**config.mk**
```make
export PLATFORM = sky130hd
export DESIGN_NAME = sha1_hash_engine
export DESIGN_NICKNAME = d
export VERILOG_FILES = /design/src/rtl/sha1eng_pkg.sv /design/src/rtl/sha1eng_msgbuf.sv /design/src/rtl/sha1eng_round.sv /design/src/rtl/sha1_hash_engine.sv
export SDC_FILE = /design/constraint.sdc
export NUM_CORES = 2
export LEC_CHECK = 0
export BUFFER_PORTS_ARGS = -buffer_cell sky130_fd_sc_hd__buf_2
export CORE_AREA = 2 2 332 334
export DETAILED_ROUTE_END_ITERATION = 6
export DIE_AREA = 0 0 334 336
export SLEW_MARGIN = 25
export SYNTH_ARGS = -nofsm -noshare
export SYNTH_HDL_FRONTEND = slang
export SYNTH_SLANG_ARGS = --single-unit
```
**constraint.sdc**
```tcl
create_clock -name aclk -period 18.57 [get_ports aclk]
set_clock_uncertainty 0.2 [all_clocks]
set_input_delay 0 -clock aclk [delete_from_list [all_inputs] [get_ports aclk]]
set_output_delay 0 -clock aclk [all_outputs]
set_load 0.01 [all_outputs]
```
**src/rtl/sha1eng_pkg.sv**
```systemverilog
// Shared types and constants for the SHA-1 hash engine.
package sha1eng_pkg;

    localparam int NUM_CHAIN = 5;
    localparam int NUM_SCHED = 16;
    localparam int ROUND_W   = 7;

    localparam logic [31:0] INIT_H [NUM_CHAIN] = '{
        32'h67452301, 32'hEFCDAB89, 32'h98BADCFE, 32'h10325476, 32'hC3D2E1F0
    };

    localparam logic [31:0] K_00_19 = 32'h5A827999;
    localparam logic [31:0] K_20_39 = 32'h6ED9EBA1;
    localparam logic [31:0] K_40_59 = 32'h8F1BBCDC;
    localparam logic [31:0] K_60_79 = 32'hCA62C1D6;

    localparam logic [ROUND_W-1:0] ROUND_20   = 7'd20;
    localparam logic [ROUND_W-1:0] ROUND_40   = 7'd40;
    localparam logic [ROUND_W-1:0] ROUND_60   = 7'd60;
    localparam logic [ROUND_W-1:0] ROUND_LAST = 7'd79;

    localparam logic [7:0] PAD_MARK_BYTE = 8'h80;
    localparam logic [2:0] LAST_WORD_IDX = 3'd4;

    // Working variables a..e
    typedef struct packed {
        logic [31:0] a;
        logic [31:0] b;
        logic [31:0] c;
        logic [31:0] d;
        logic [31:0] e;
    } sha1eng_vars_t;

    // Round unit control
    typedef struct packed {
        logic               load;
        logic               step;
        logic [ROUND_W-1:0] round;
    } sha1eng_rnd_ctl_t;

    // Block buffer / schedule control
    typedef struct packed {
        logic       push;
        logic [7:0] push_byte;
        logic       step;
    } sha1eng_buf_ctl_t;

endpackage

```
**src/rtl/sha1eng_msgbuf.sv**
```systemverilog
// Block buffer: byte-wise fill, then 16-word sliding message schedule.
module sha1eng_msgbuf (
    input  logic                      aclk,
    input  sha1eng_pkg::sha1eng_buf_ctl_t ctl,
    output logic [31:0]               sched_word
);
    import sha1eng_pkg::*;

    logic [31:0] word_reg [NUM_SCHED];
    logic [31:0] mix;
    logic [31:0] new_word;

    // W[t+16] = rotl1(W[t+13] ^ W[t+8] ^ W[t+2] ^ W[t]), window starts at W[t]
    assign mix        = word_reg[13] ^ word_reg[8] ^ word_reg[2] ^ word_reg[0];
    assign new_word   = {mix[30:0], mix[31]};
    assign sched_word = word_reg[0];

    always_ff @(posedge aclk) begin
        if (ctl.push) begin
            for (int i = 0; i < NUM_SCHED - 1; i++) begin
                word_reg[i] <= {word_reg[i][23:0], word_reg[i+1][31:24]};
            end
            word_reg[NUM_SCHED-1] <= {word_reg[NUM_SCHED-1][23:0], ctl.push_byte};
        end else if (ctl.step) begin
            for (int i = 0; i < NUM_SCHED - 1; i++) begin
                word_reg[i] <= word_reg[i+1];
            end
            word_reg[NUM_SCHED-1] <= new_word;
        end
    end

endmodule

```
**src/rtl/sha1eng_round.sv**
```systemverilog
// SHA-1 round unit: working variables and one round per step.
module sha1eng_round (
    input  logic                          aclk,
    input  sha1eng_pkg::sha1eng_rnd_ctl_t ctl,
    input  sha1eng_pkg::sha1eng_vars_t    chain_vars,
    input  logic [31:0]                   sched_word,
    output sha1eng_pkg::sha1eng_vars_t    vars
);
    import sha1eng_pkg::*;

    sha1eng_vars_t vars_reg;
    logic [31:0]   f_val;
    logic [31:0]   k_val;
    logic [31:0]   temp;

    always_comb begin
        priority if (ctl.round < ROUND_20) begin
            f_val = (vars_reg.b & vars_reg.c) | (~vars_reg.b & vars_reg.d);
            k_val = K_00_19;
        end else if (ctl.round < ROUND_40) begin
            f_val = vars_reg.b ^ vars_reg.c ^ vars_reg.d;
            k_val = K_20_39;
        end else if (ctl.round < ROUND_60) begin
            f_val = (vars_reg.b & vars_reg.c) | (vars_reg.b & vars_reg.d)
                  | (vars_reg.c & vars_reg.d);
            k_val = K_40_59;
        end else begin
            f_val = vars_reg.b ^ vars_reg.c ^ vars_reg.d;
            k_val = K_60_79;
        end
    end

    assign temp = {vars_reg.a[26:0], vars_reg.a[31:27]} + f_val + vars_reg.e
                + k_val + sched_word;

    always_ff @(posedge aclk) begin
        if (ctl.load) begin
            vars_reg <= chain_vars;
        end else if (ctl.step) begin
            vars_reg.e <= vars_reg.d;
            vars_reg.d <= vars_reg.c;
            vars_reg.c <= {vars_reg.b[1:0], vars_reg.b[31:2]};
            vars_reg.b <= vars_reg.a;
            vars_reg.a <= temp;
        end
    end

    assign vars = vars_reg;

endmodule

```
**src/rtl/sha1_hash_engine.sv**
```systemverilog
// Top level of the byte-serial SHA-1 hash engine: sequencer, chaining state, output.
//
//  channel | ports                                    | direction | notes
//  --------+------------------------------------------+-----------+-----------------------
//  input   | s_valid s_ready s_data_byte s_has_byte   | in        | up to one byte per transaction
//          | s_last                                   |           | last ends the message
//  result  | m_valid m_ready m_digest_word            | out       | five transactions per
//          | m_word_index m_last_word                 |           | message, word 0 first
//
// Sequence: a byte transaction is taken in idle; the transaction that completes a
//   64-byte block runs the load, 80 rounds through the single round unit and the
//   chaining add. A last transaction adds one padding byte per cycle between
//   compressions (9 to 72 bytes), each block they complete running the same steps,
//   then five digest words at one per cycle while m_ready is high.
// Reset: aresetn (synchronous, active low) restores the initial chaining words
//   and clears length, byte position, sequencer and output valid; no sweep.
// Stalls: s_ready is high only in idle. The digest words leave through an output
//   register, so the engine returns to idle while the final word still waits.
module sha1_hash_engine (
    input  logic        aclk,
    input  logic        aresetn,
    input  logic        s_valid,
    output logic        s_ready,
    input  logic [7:0]  s_data_byte,
    input  logic        s_has_byte,
    input  logic        s_last,
    output logic        m_valid,
    input  logic        m_ready,
    output logic [31:0] m_digest_word,
    output logic [2:0]  m_word_index,
    output logic        m_last_word
);
    import sha1eng_pkg::*;

    // Sequencer states
    localparam logic [2:0] ST_IDLE  = 3'd0;  // take transactions
    localparam logic [2:0] ST_MARK  = 3'd1;  // push 0x80
    localparam logic [2:0] ST_ZERO  = 3'd2;  // zero fill up to byte 56
    localparam logic [2:0] ST_LEN   = 3'd3;  // eight length bytes, MSB first
    localparam logic [2:0] ST_INIT  = 3'd4;  // load working vars
    localparam logic [2:0] ST_ROUND = 3'd5;  // 80 rounds
    localparam logic [2:0] ST_ADD   = 3'd6;  // fold into chaining words
    localparam logic [2:0] ST_OUT   = 3'd7;  // hand out the digest

    localparam logic [5:0] POS_END = 6'd63;
    localparam logic [5:0] POS_LEN = 6'd55;

    logic [2:0]         state_reg, state_next;
    logic [2:0]         ret_reg, ret_next;
    logic [5:0]         pos_reg, pos_next;
    logic [63:0]        len_reg, len_next;
    logic [ROUND_W-1:0] round_reg, round_next;
    logic [2:0]         idx_reg, idx_next;
    logic [31:0]        chain_reg [NUM_CHAIN];
    logic [31:0]        chain_next [NUM_CHAIN];

    logic               m_valid_reg, m_valid_next;
    logic [31:0]        m_word_reg, m_word_next;
    logic [2:0]         m_idx_reg, m_idx_next;
    logic               m_lastw_reg, m_lastw_next;

    sha1eng_buf_ctl_t   buf_ctl;
    sha1eng_rnd_ctl_t   rnd_ctl;
    sha1eng_vars_t      chain_vars;
    sha1eng_vars_t      vars;
    logic [31:0]        sched_word;
    logic [31:0]        vars_word [NUM_CHAIN];
    logic               in_fire;
    logic               out_free;

    assign s_ready  = (state_reg == ST_IDLE);
    assign in_fire  = s_valid && s_ready;
    assign out_free = !m_valid_reg || m_ready;

    assign chain_vars = '{a: chain_reg[0], b: chain_reg[1], c: chain_reg[2],
                          d: chain_reg[3], e: chain_reg[4]};
    assign vars_word[0] = vars.a;
    assign vars_word[1] = vars.b;
    assign vars_word[2] = vars.c;
    assign vars_word[3] = vars.d;
    assign vars_word[4] = vars.e;

    sha1eng_msgbuf u_msgbuf (
        .aclk       (aclk),
        .ctl        (buf_ctl),
        .sched_word (sched_word)
    );

    sha1eng_round u_round (
        .aclk       (aclk),
        .ctl        (rnd_ctl),
        .chain_vars (chain_vars),
        .sched_word (sched_word),
        .vars       (vars)
    );

    always_comb begin
        state_next   = state_reg;
        ret_next     = ret_reg;
        pos_next     = pos_reg;
        len_next     = len_reg;
        round_next   = round_reg;
        idx_next     = idx_reg;
        chain_next   = chain_reg;
        m_valid_next = m_valid_reg && !m_ready;
        m_word_next  = m_word_reg;
        m_idx_next   = m_idx_reg;
        m_lastw_next = m_lastw_reg;
        buf_ctl      = '{push: 1'b0, push_byte: 8'h00, step: 1'b0};
        rnd_ctl      = '{load: 1'b0, step: 1'b0, round: round_reg};

        unique case (state_reg)
            ST_IDLE: begin
                if (in_fire) begin
                    if (s_has_byte) begin
                        buf_ctl.push      = 1'b1;
                        buf_ctl.push_byte = s_data_byte;
                        pos_next          = pos_reg + 6'd1;
                        len_next          = len_reg + 64'd8;
                    end
                    if (s_has_byte && pos_reg == POS_END) begin
                        state_next = ST_INIT;
                        ret_next   = s_last ? ST_MARK : ST_IDLE;
                    end else if (s_last) begin
                        state_next = ST_MARK;
                    end
                end
            end
            ST_MARK, ST_ZERO: begin
                buf_ctl.push      = 1'b1;
                buf_ctl.push_byte = (state_reg == ST_MARK) ? PAD_MARK_BYTE : 8'h00;
                pos_next          = pos_reg + 6'd1;
                if (pos_reg == POS_END) begin
                    state_next = ST_INIT;
                    ret_next   = ST_ZERO;
                end else if (pos_reg == POS_LEN) begin
                    state_next = ST_LEN;
                end else begin
                    state_next = ST_ZERO;
                end
            end
            ST_LEN: begin
                // shifting the length out leaves it cleared for the next message
                buf_ctl.push      = 1'b1;
                buf_ctl.push_byte = len_reg[63:56];
                len_next          = {len_reg[55:0], 8'h00};
                pos_next          = pos_reg + 6'd1;
                if (pos_reg == POS_END) begin
                    state_next = ST_INIT;
                    ret_next   = ST_OUT;
                end
            end
            ST_INIT: begin
                rnd_ctl.load = 1'b1;
                round_next   = '0;
                state_next   = ST_ROUND;
            end
            ST_ROUND: begin
                rnd_ctl.step = 1'b1;
                buf_ctl.step = 1'b1;
                round_next   = round_reg + 7'd1;
                if (round_reg == ROUND_LAST) begin
                    state_next = ST_ADD;
                end
            end
            ST_ADD: begin
                for (int i = 0; i < NUM_CHAIN; i++) begin
                    chain_next[i] = chain_reg[i] + vars_word[i];
                end
                state_next = ret_reg;
            end
            ST_OUT: begin
                if (out_free) begin
                    m_valid_next = 1'b1;
                    m_word_next  = chain_reg[idx_reg];
                    m_idx_next   = idx_reg;
                    m_lastw_next = (idx_reg == LAST_WORD_IDX);
                    idx_next     = idx_reg + 3'd1;
                    if (idx_reg == LAST_WORD_IDX) begin
                        idx_next   = '0;
                        chain_next = INIT_H;
                        state_next = ST_IDLE;
                    end
                end
            end
            default: begin
                state_next = ST_IDLE;
            end
        endcase
    end

    always_ff @(posedge aclk) begin
        if (!aresetn) begin
            state_reg   <= ST_IDLE;
            ret_reg     <= ST_IDLE;
            pos_reg     <= '0;
            len_reg     <= '0;
            round_reg   <= '0;
            idx_reg     <= '0;
            chain_reg   <= INIT_H;
            m_valid_reg <= 1'b0;
        end else begin
            state_reg   <= state_next;
            ret_reg     <= ret_next;
            pos_reg     <= pos_next;
            len_reg     <= len_next;
            round_reg   <= round_next;
            idx_reg     <= idx_next;
            chain_reg   <= chain_next;
            m_valid_reg <= m_valid_next;
        end
    end

    // Output payload
    always_ff @(posedge aclk) begin
        m_word_reg  <= m_word_next;
        m_idx_reg   <= m_idx_next;
        m_lastw_reg <= m_lastw_next;
    end

    assign m_valid       = m_valid_reg;
    assign m_digest_word = m_word_reg;
    assign m_word_index  = m_idx_reg;
    assign m_last_word   = m_lastw_reg;

endmodule

```
## Yosys cells after proc, flatten, opt, wreduce, memory -nomap -nowiden

Memory sizes are Yosys's and may differ from the RTL's.
Index checks and enable logic that the tools add are counted.
Widths: inputs -> output; s select.

- Bits in registers: 443
- RAM bits: 512
- Output and inout port bits: 38
- Word-level logic and storage cells: 176
- Memories: 1

Memories:

| memory | words | width | rd ports | clocked after Yosys merged registers in | write ports | RTL line | text |
|---|---|---|---|---|---|---|---|
| u_msgbuf.word_reg | 16 | 32 | 16 | 0 | 16 | sha1eng_msgbuf.sv:9 | `logic [31:0] word_reg [NUM_SCHED];` |

- Add/sub/neg operators: 13
- Order comparisons: 4
- Equality and inequality tests: 20
- Mux-type cells: 67
- Bitwise gates (word level): 30
- Reductions and logical operators: 21

Operators by type and width:

| kind | count |
|---|---|
| $mux 32 | 23 |
| $mux 160 | 4 |
| $pmux 160 s2 | 1 |
| $add 32x32->32 | 9 |
| $xor 32x32->32 | 5 |
| $and 32x32->32 | 4 |
| $mux 64 | 2 |
| $pmux 64 s2 | 1 |
| $bmux 32 s3 | 1 |
| $or 32x32->32 | 3 |
| $add 64x4->64 const B | 1 |
| $mux 3 | 13 |
| $not 32->32 | 1 |
| $mux 31 | 1 |
| $pmux 9 s3 | 1 |
| $pmux 3 s7 | 1 |
| $mux 9 | 2 |
| $or 1x1->1 | 16 |
| $eq 3x3->1 const B | 5 |
| $lt 7x6->1 const B | 2 |
| $pmux 7 s2 | 1 |
| $eq 6x6->1 const B | 2 |
| $mux 6 | 2 |
| $pmux 6 s2 | 1 |
| 27 further kinds | 53 |

## Depth between registers and ports, before layout

- Depth after elaboration: 12
- Gate-level depth with buffers: 27
- Mapped depth without buffers: 25

## By module

A second synthesis with hierarchy kept.

- Cell total of the unflattened synthesis: 4,746
- Area total of the unflattened synthesis: 56,327.8 sq um

By module, submodules not included:

| module | instances | cells each | area an instance (sq um) | sequential area each (sq um) |
|---|---|---|---|---|
| sha1eng_msgbuf | 1 | 1,247 | 24,071.8 | 15,374.7 |
| sha1_hash_engine | 1 | 2,448 | 19,987.9 | 5,965.7 |
| sha1eng_round | 1 | 1,051 | 12,268.0 | 4,804.6 |

## Worst setup path after synthesis

Ideal clock, no wire load.

- Kind: reg-to-reg
- From: register state_reg[2]
- To: memory u_msgbuf.word_reg[0][0], enable pin
- Data arrival time: 14.957 ns
- Setup slack: 2.746 ns
- Stages on the path, launching flop included: 7
- Path buffers: 3
- Cells stage by stage: dfxtp_1 clkbuf_1 nor2b_1 and2_1 clkbuf_1 clkbuf_1 or2_2

RTL lines:

| what | RTL line | text |
|---|---|---|
| start, declared | sha1_hash_engine.sv:48 | `logic [2:0] state_reg, state_next;` |
| start signal, assigned | sha1_hash_engine.sv:203 | `state_reg <= state_next;` |
| end, declared | sha1eng_msgbuf.sv:9 |  |

## Worst setup path in the final report

- From: register round_reg[4]
- To: register u_round.vars_reg (netlist bit u_round.vars[159]) (data pin)

- Word-level cells in the longest chain between the ends: 10
- Elaborated cells between the ends (all ways): 15
- Those cells by class: add/sub: 4; order compare: 3; mux: 8

Ends and longest elaborated chain:

| what | RTL line | text |
|---|---|---|
| start, declared | sha1_hash_engine.sv:52 | `logic [ROUND_W-1:0] round_reg, round_next;` |
| start signal, assigned | sha1_hash_engine.sv:207 | `round_reg <= round_next;` |
| $lt 7x6->1 | sha1eng_round.sv:23 | `end else if (ctl.round < ROUND_60) begin` |
| $mux 32 | sha1eng_round.sv:23 |  |
| $mux 32 | sha1eng_round.sv:20 | `end else if (ctl.round < ROUND_40) begin` |
| $mux 32 | sha1eng_round.sv:17 | `priority if (ctl.round < ROUND_20) begin` |
| $add 32x32->32 (2 in series) | sha1eng_round.sv:33 | `assign temp = {vars_reg.a[26:0], vars_reg.a[31:27]} + f_val + vars_reg.e` |
| $add 32x32->32 * (2 in series) | sha1eng_round.sv:34 | `+ k_val + sched_word;` |
| $mux 160 * | sha1eng_round.sv:39 | `end else if (ctl.step) begin` |
| $mux 160 * | sha1eng_round.sv:37 | `if (ctl.load) begin` |
| end signal, assigned | sha1eng_round.sv:38 | `vars_reg <= chain_vars;` |
| end, declared | sha1eng_round.sv:11 | `sha1eng_vars_t vars_reg;` |

Every way passes the cells marked *; elsewhere a longest branch is shown, timed or not. The select of a mux whose other input is x is not followed.
A chain may end at the register's enable or synchronous reset.

==> impl_metrics.py <==
metrics = {
    "clock_tree": {
        "clk_pin_slew_ns": 0.06,
        "clkSinkCount": 952,
        "cts_resized": 0,
        "clk-insertion-delay-late_ns": 0.72,
        "numCtsBuffers": 106,
        "cts_buffer_depth": 3,
        "hold_buffers": 20,
        "post-cts-setup-buffer-count": 0,
        "cts_max_level": 3,
        "root_buffer": "clkbuf_16",
        "cts_tree": "yes",
    },
    "finish": {
        "antenna_cells": 0,
        "syn2layout_area_growth_pct": 9.71,
        "multi_input_comb_area_sq_mm": 0.0260,
        "largest_register_ffs": 512,
        "drive_gt1_share_pct": 8.11,
        "register_area_sq_mm": 0.0262,
        "fillers": 9704,
        "fin_nets": 5892,
    },
    "worst_hold_path": {
        "hp-class": "input port to register",
    },
    "pwr": {
        "power_switching_mw": 1.75,
        "p_per_area_mw_per_mm2": 105,
        "p_sw_share_pct": 28.1,
        "power_leakage_nw": 23.6,
        "clkPwrFrac_pct": 33.8,
        "power_frac_comb_pct": 18.4,
        "seq_power_share_pct": 47.8,
        "peakVddDrop_uv": 77.9,
        "power.internal_mw": 4.47,
    },
    "detailed_routing": {
        "vias_per_cell": 5.69,
        "dr.pass1.iters": 7,
        "drc_errors": 1,
        "wl_per_cell_um": 20.6,
        "wirelength_um": 145000,
        "drt_iter0_drc": 3569,
        "antenna_left": 0,
        "vias": 40200,
    },
    "setup_path": {
        "worst_setup_path_end_kind": "register",
        "cp_max_fo": 21,
        "critical_path_class": "register to register",
        "arrival_ns": 8.09,
        "start_kind": "register",
        "cp_data_required_time_ns": 18.79,
    },
    "run": {
        "cap_violations": 0,
    },
    "timing": {
        "min_period_ns": 7.87,
        "drv_slew": 0,
        "hold_ws_ns": 0.0446,
        "setup_viol": 0,
        "hold_violations": 0,
        "period_share_pct": 42.4,
        "slew_headroom_pct": 29.4,
        "worstMarginPinSlew_ns": 1.03,
        "fin_ws_ns": 10.70,
        "max_freq_ghz": 0.127,
        "grt_setup_unrepaired": "no",
        "fin_tns_setup_ns": 0,
    },
    "synth": {
        "synth_top_cell_by_area": "edfxtp_1",
        "yosys-top-cells-count": "1553 x nand2_1, 708 x edfxtp_1, 357 x nor2_1",
        "synth_edf_count": 708,
        "synthesis.instances": 5600,
        "syn_nets": 5938,
        "ys_seq_area_share_pct": 48.6,
        "syn_area_sq_mm": 0.0538,
        "ys_ff_latch": 952,
        "synth.top_cell.area_share_pct": 39.5,
        "synth.most_common_cell": "nand2_1",
        "yosysWarnings": 0,
        "synth_area_leaders": "edfxtp_1 39%, nand2_1 11%, dfxtp_1 9.1%",
        "synth_async_sr_flop_share_pct": 0,
        "synth_cell_type_count": 83,
        "ys.flop_type": "edfxtp_1",
        "syn_avg_cell_area_sq_um": 9.62,
    },
    "floorplan": {
        "dieArea_sq_mm": 0.112,
        "dieHeight_um": 336,
        "std_cell_rows": 121,
        "initial_core_util_pct": 49.7,
        "core_sq_mm": 0.108,
        "fp.dieW_um": 334,
        "ioPinCount": 52,
    },
    "global_route": {
        "grt_max_degree": 218,
        "grt.total_usage_pct": 25.8,
        "grt_pass1_vias": 38600,
        "grt_first_pass_wirelength_um": 226000,
        "gr-total-overflow": 0,
        "antenna_found_initial": 0,
    },
    "place": {
        "place.gp.congestion": 0.927,
        "portBuffers": 51,
        "place_ws_ns": 10.81,
        "dp_hpwl_um": 98600,
    },
    "outcome": {
        "status": "finished with violations",
        "violations": "DRC",
    },
}
## stage by stage
stage | total power, mW | util [%] | instance area (sq um) | instances
5_1_grt | 6.52 | 54.5 | 59100 | 7058
2_1_floorplan | 3.87 | - | 53800 | 5600
6_report | 6.22 | 54.5 | 59100 | 7058
3_3_place_gp | 4.13 | 51.0 | 55300 | 6836
4_1_cts | 6.26 | 54.4 | 59000 | 7055
3_5_place_dp | 4.14 | 51.1 | 55300 | 6837
## worst paths after layout
kind	start	endpoint	slack (ns)	cells past startpoint
setup / recovery	round_reg[4]$_SDFFE_PN0N_	u_round.vars[159]$_DFFE_PN_	10.70	22
hold / removal	s_data_byte[2]	u_msgbuf.word_reg[0][482]$_DFFE_PP_	0.04	4
setup reg to reg	round_reg[4]$_SDFFE_PN0N_	u_round.vars[159]$_DFFE_PN_	10.70	22
hold reg to reg	chain_reg[28]$_SDFFE_PN0P_	chain_reg[28]$_SDFFE_PN0P_	0.29	2
## layout make-up
| cell class | count | share of cell area [%] |
|---|---|---|
| Clock inverter | 62 | 0.970 |
| Sequential cell | 952 | 44.3 |
| Inverter | 226 | 1.44 |
| Tap cell | 1414 | 3.00 |
| Clock buffer | 136 | 4.84 |
| Multi-Input combinational cell | 4155 | 43.9 |
| Timing Repair Buffer | 113 | 1.54 |
## kinds of logic (layout without fill, tap and decap cells)
logic type / Yosys count / in the layout / synth area share, %
muxes: 261 / 261 / 5.22
adders and majority gates: 324 / 324 / 9.19
xor gates and xnor gates: 268 / 268 / 4.36
buffers and inverters: 493 / 537 / 3.44
AOI/OAI and AO/OA: 1054 / 1054 / 12.1
and+or+nand+nor: 2248 / 2248 / 17.1
DFF: 952 / 952 / 48.6
## worst max-delay path: stages (launching register included)
cell and delay, ns:
dfxtp_1 0.39, a41oi_1 0.66, nand2_1 0.80, nand2_1 0.25, buf_4 0.30, inv_2 0.22
a221o_1 0.37, fa_1 0.48, fa_1 0.49, inv_1 0.05, fa_1 0.48, inv_1 0.04
ha_1 0.32, a2111o_1 0.41, o2111ai_2 0.22, nand3b_2 0.18, a221o_1 0.42, o21ai_2 0.24
o311ai_1 0.16, or4_1 0.44, a31oi_2 0.19, xnor2_1 0.14, o21ai_1 0.07
## per-layer routing
metal / vias to the layer above / global-route usage [%] / routed length [um]
met2: 1011 / 41.9 / 67300
met5: - / 0 / 0
met1: 19600 / 36.5 / 66600
li1: 19400 / - / -
met3: 185 / 3.24 / 7750
met4: 0 / 6.81 / 3610
## layout by cell type (no fill, tap or decap), types with 13 or more instances in the layout
cell | netlist | routed
clkinv_1 | 0 | 27
nand2b_1 | 30 | 30
clkbuf_1 | 247 | 25
edfxtp_1 | 708 | 708
inv_1 | 225 | 223
buf_4 | 0 | 31
or3_1 | 21 | 21
nand3_1 | 70 | 70
ha_1 | 205 | 205
nand2_1 | 1553 | 1548
o211ai_1 | 13 | 13
dlygate4sd3_1 | 0 | 20
clkbuf_16 | 0 | 110
o21ai_1 | 21 | 21
and2_1 | 22 | 20
nand4_1 | 31 | 31
a221o_1 | 15 | 15
a21oi_1 | 312 | 310
nor2_1 | 357 | 351
o21ai_0 | 258 | 258
a21o_1 | 100 | 99
o21a_1 | 20 | 20
xnor2_1 | 189 | 189
a211oi_1 | 29 | 29
clkinv_2 | 0 | 19
xor2_1 | 79 | 79
a22oi_1 | 57 | 57
nor3_1 | 61 | 61
a31oi_1 | 19 | 19
dfxtp_1 | 244 | 242
o31ai_1 | 13 | 13
o21bai_1 | 23 | 23
mux2_2 | 160 | 160
nor2b_1 | 28 | 27
fa_1 | 119 | 119
mux2i_1 | 101 | 101
and3_1 | 23 | 23
buf_2 | 0 | 51
o22ai_1 | 71 | 71
## power by group through the flow
stage | logic [mW] | clock network [mW] | registers, mW
after CTS | 1.14 | 2.14 | 2.98
after detailed placement | 1.13 | 0 | 3.01
after global routing | 1.29 | 2.22 | 3.01
after global placement | 1.11 | 0 | 3.01
final | 1.14 | 2.10 | 2.97
after floorplan | 0.906 | 0 | 2.96
No activity file was read; power rests on OpenSTA's default activity.
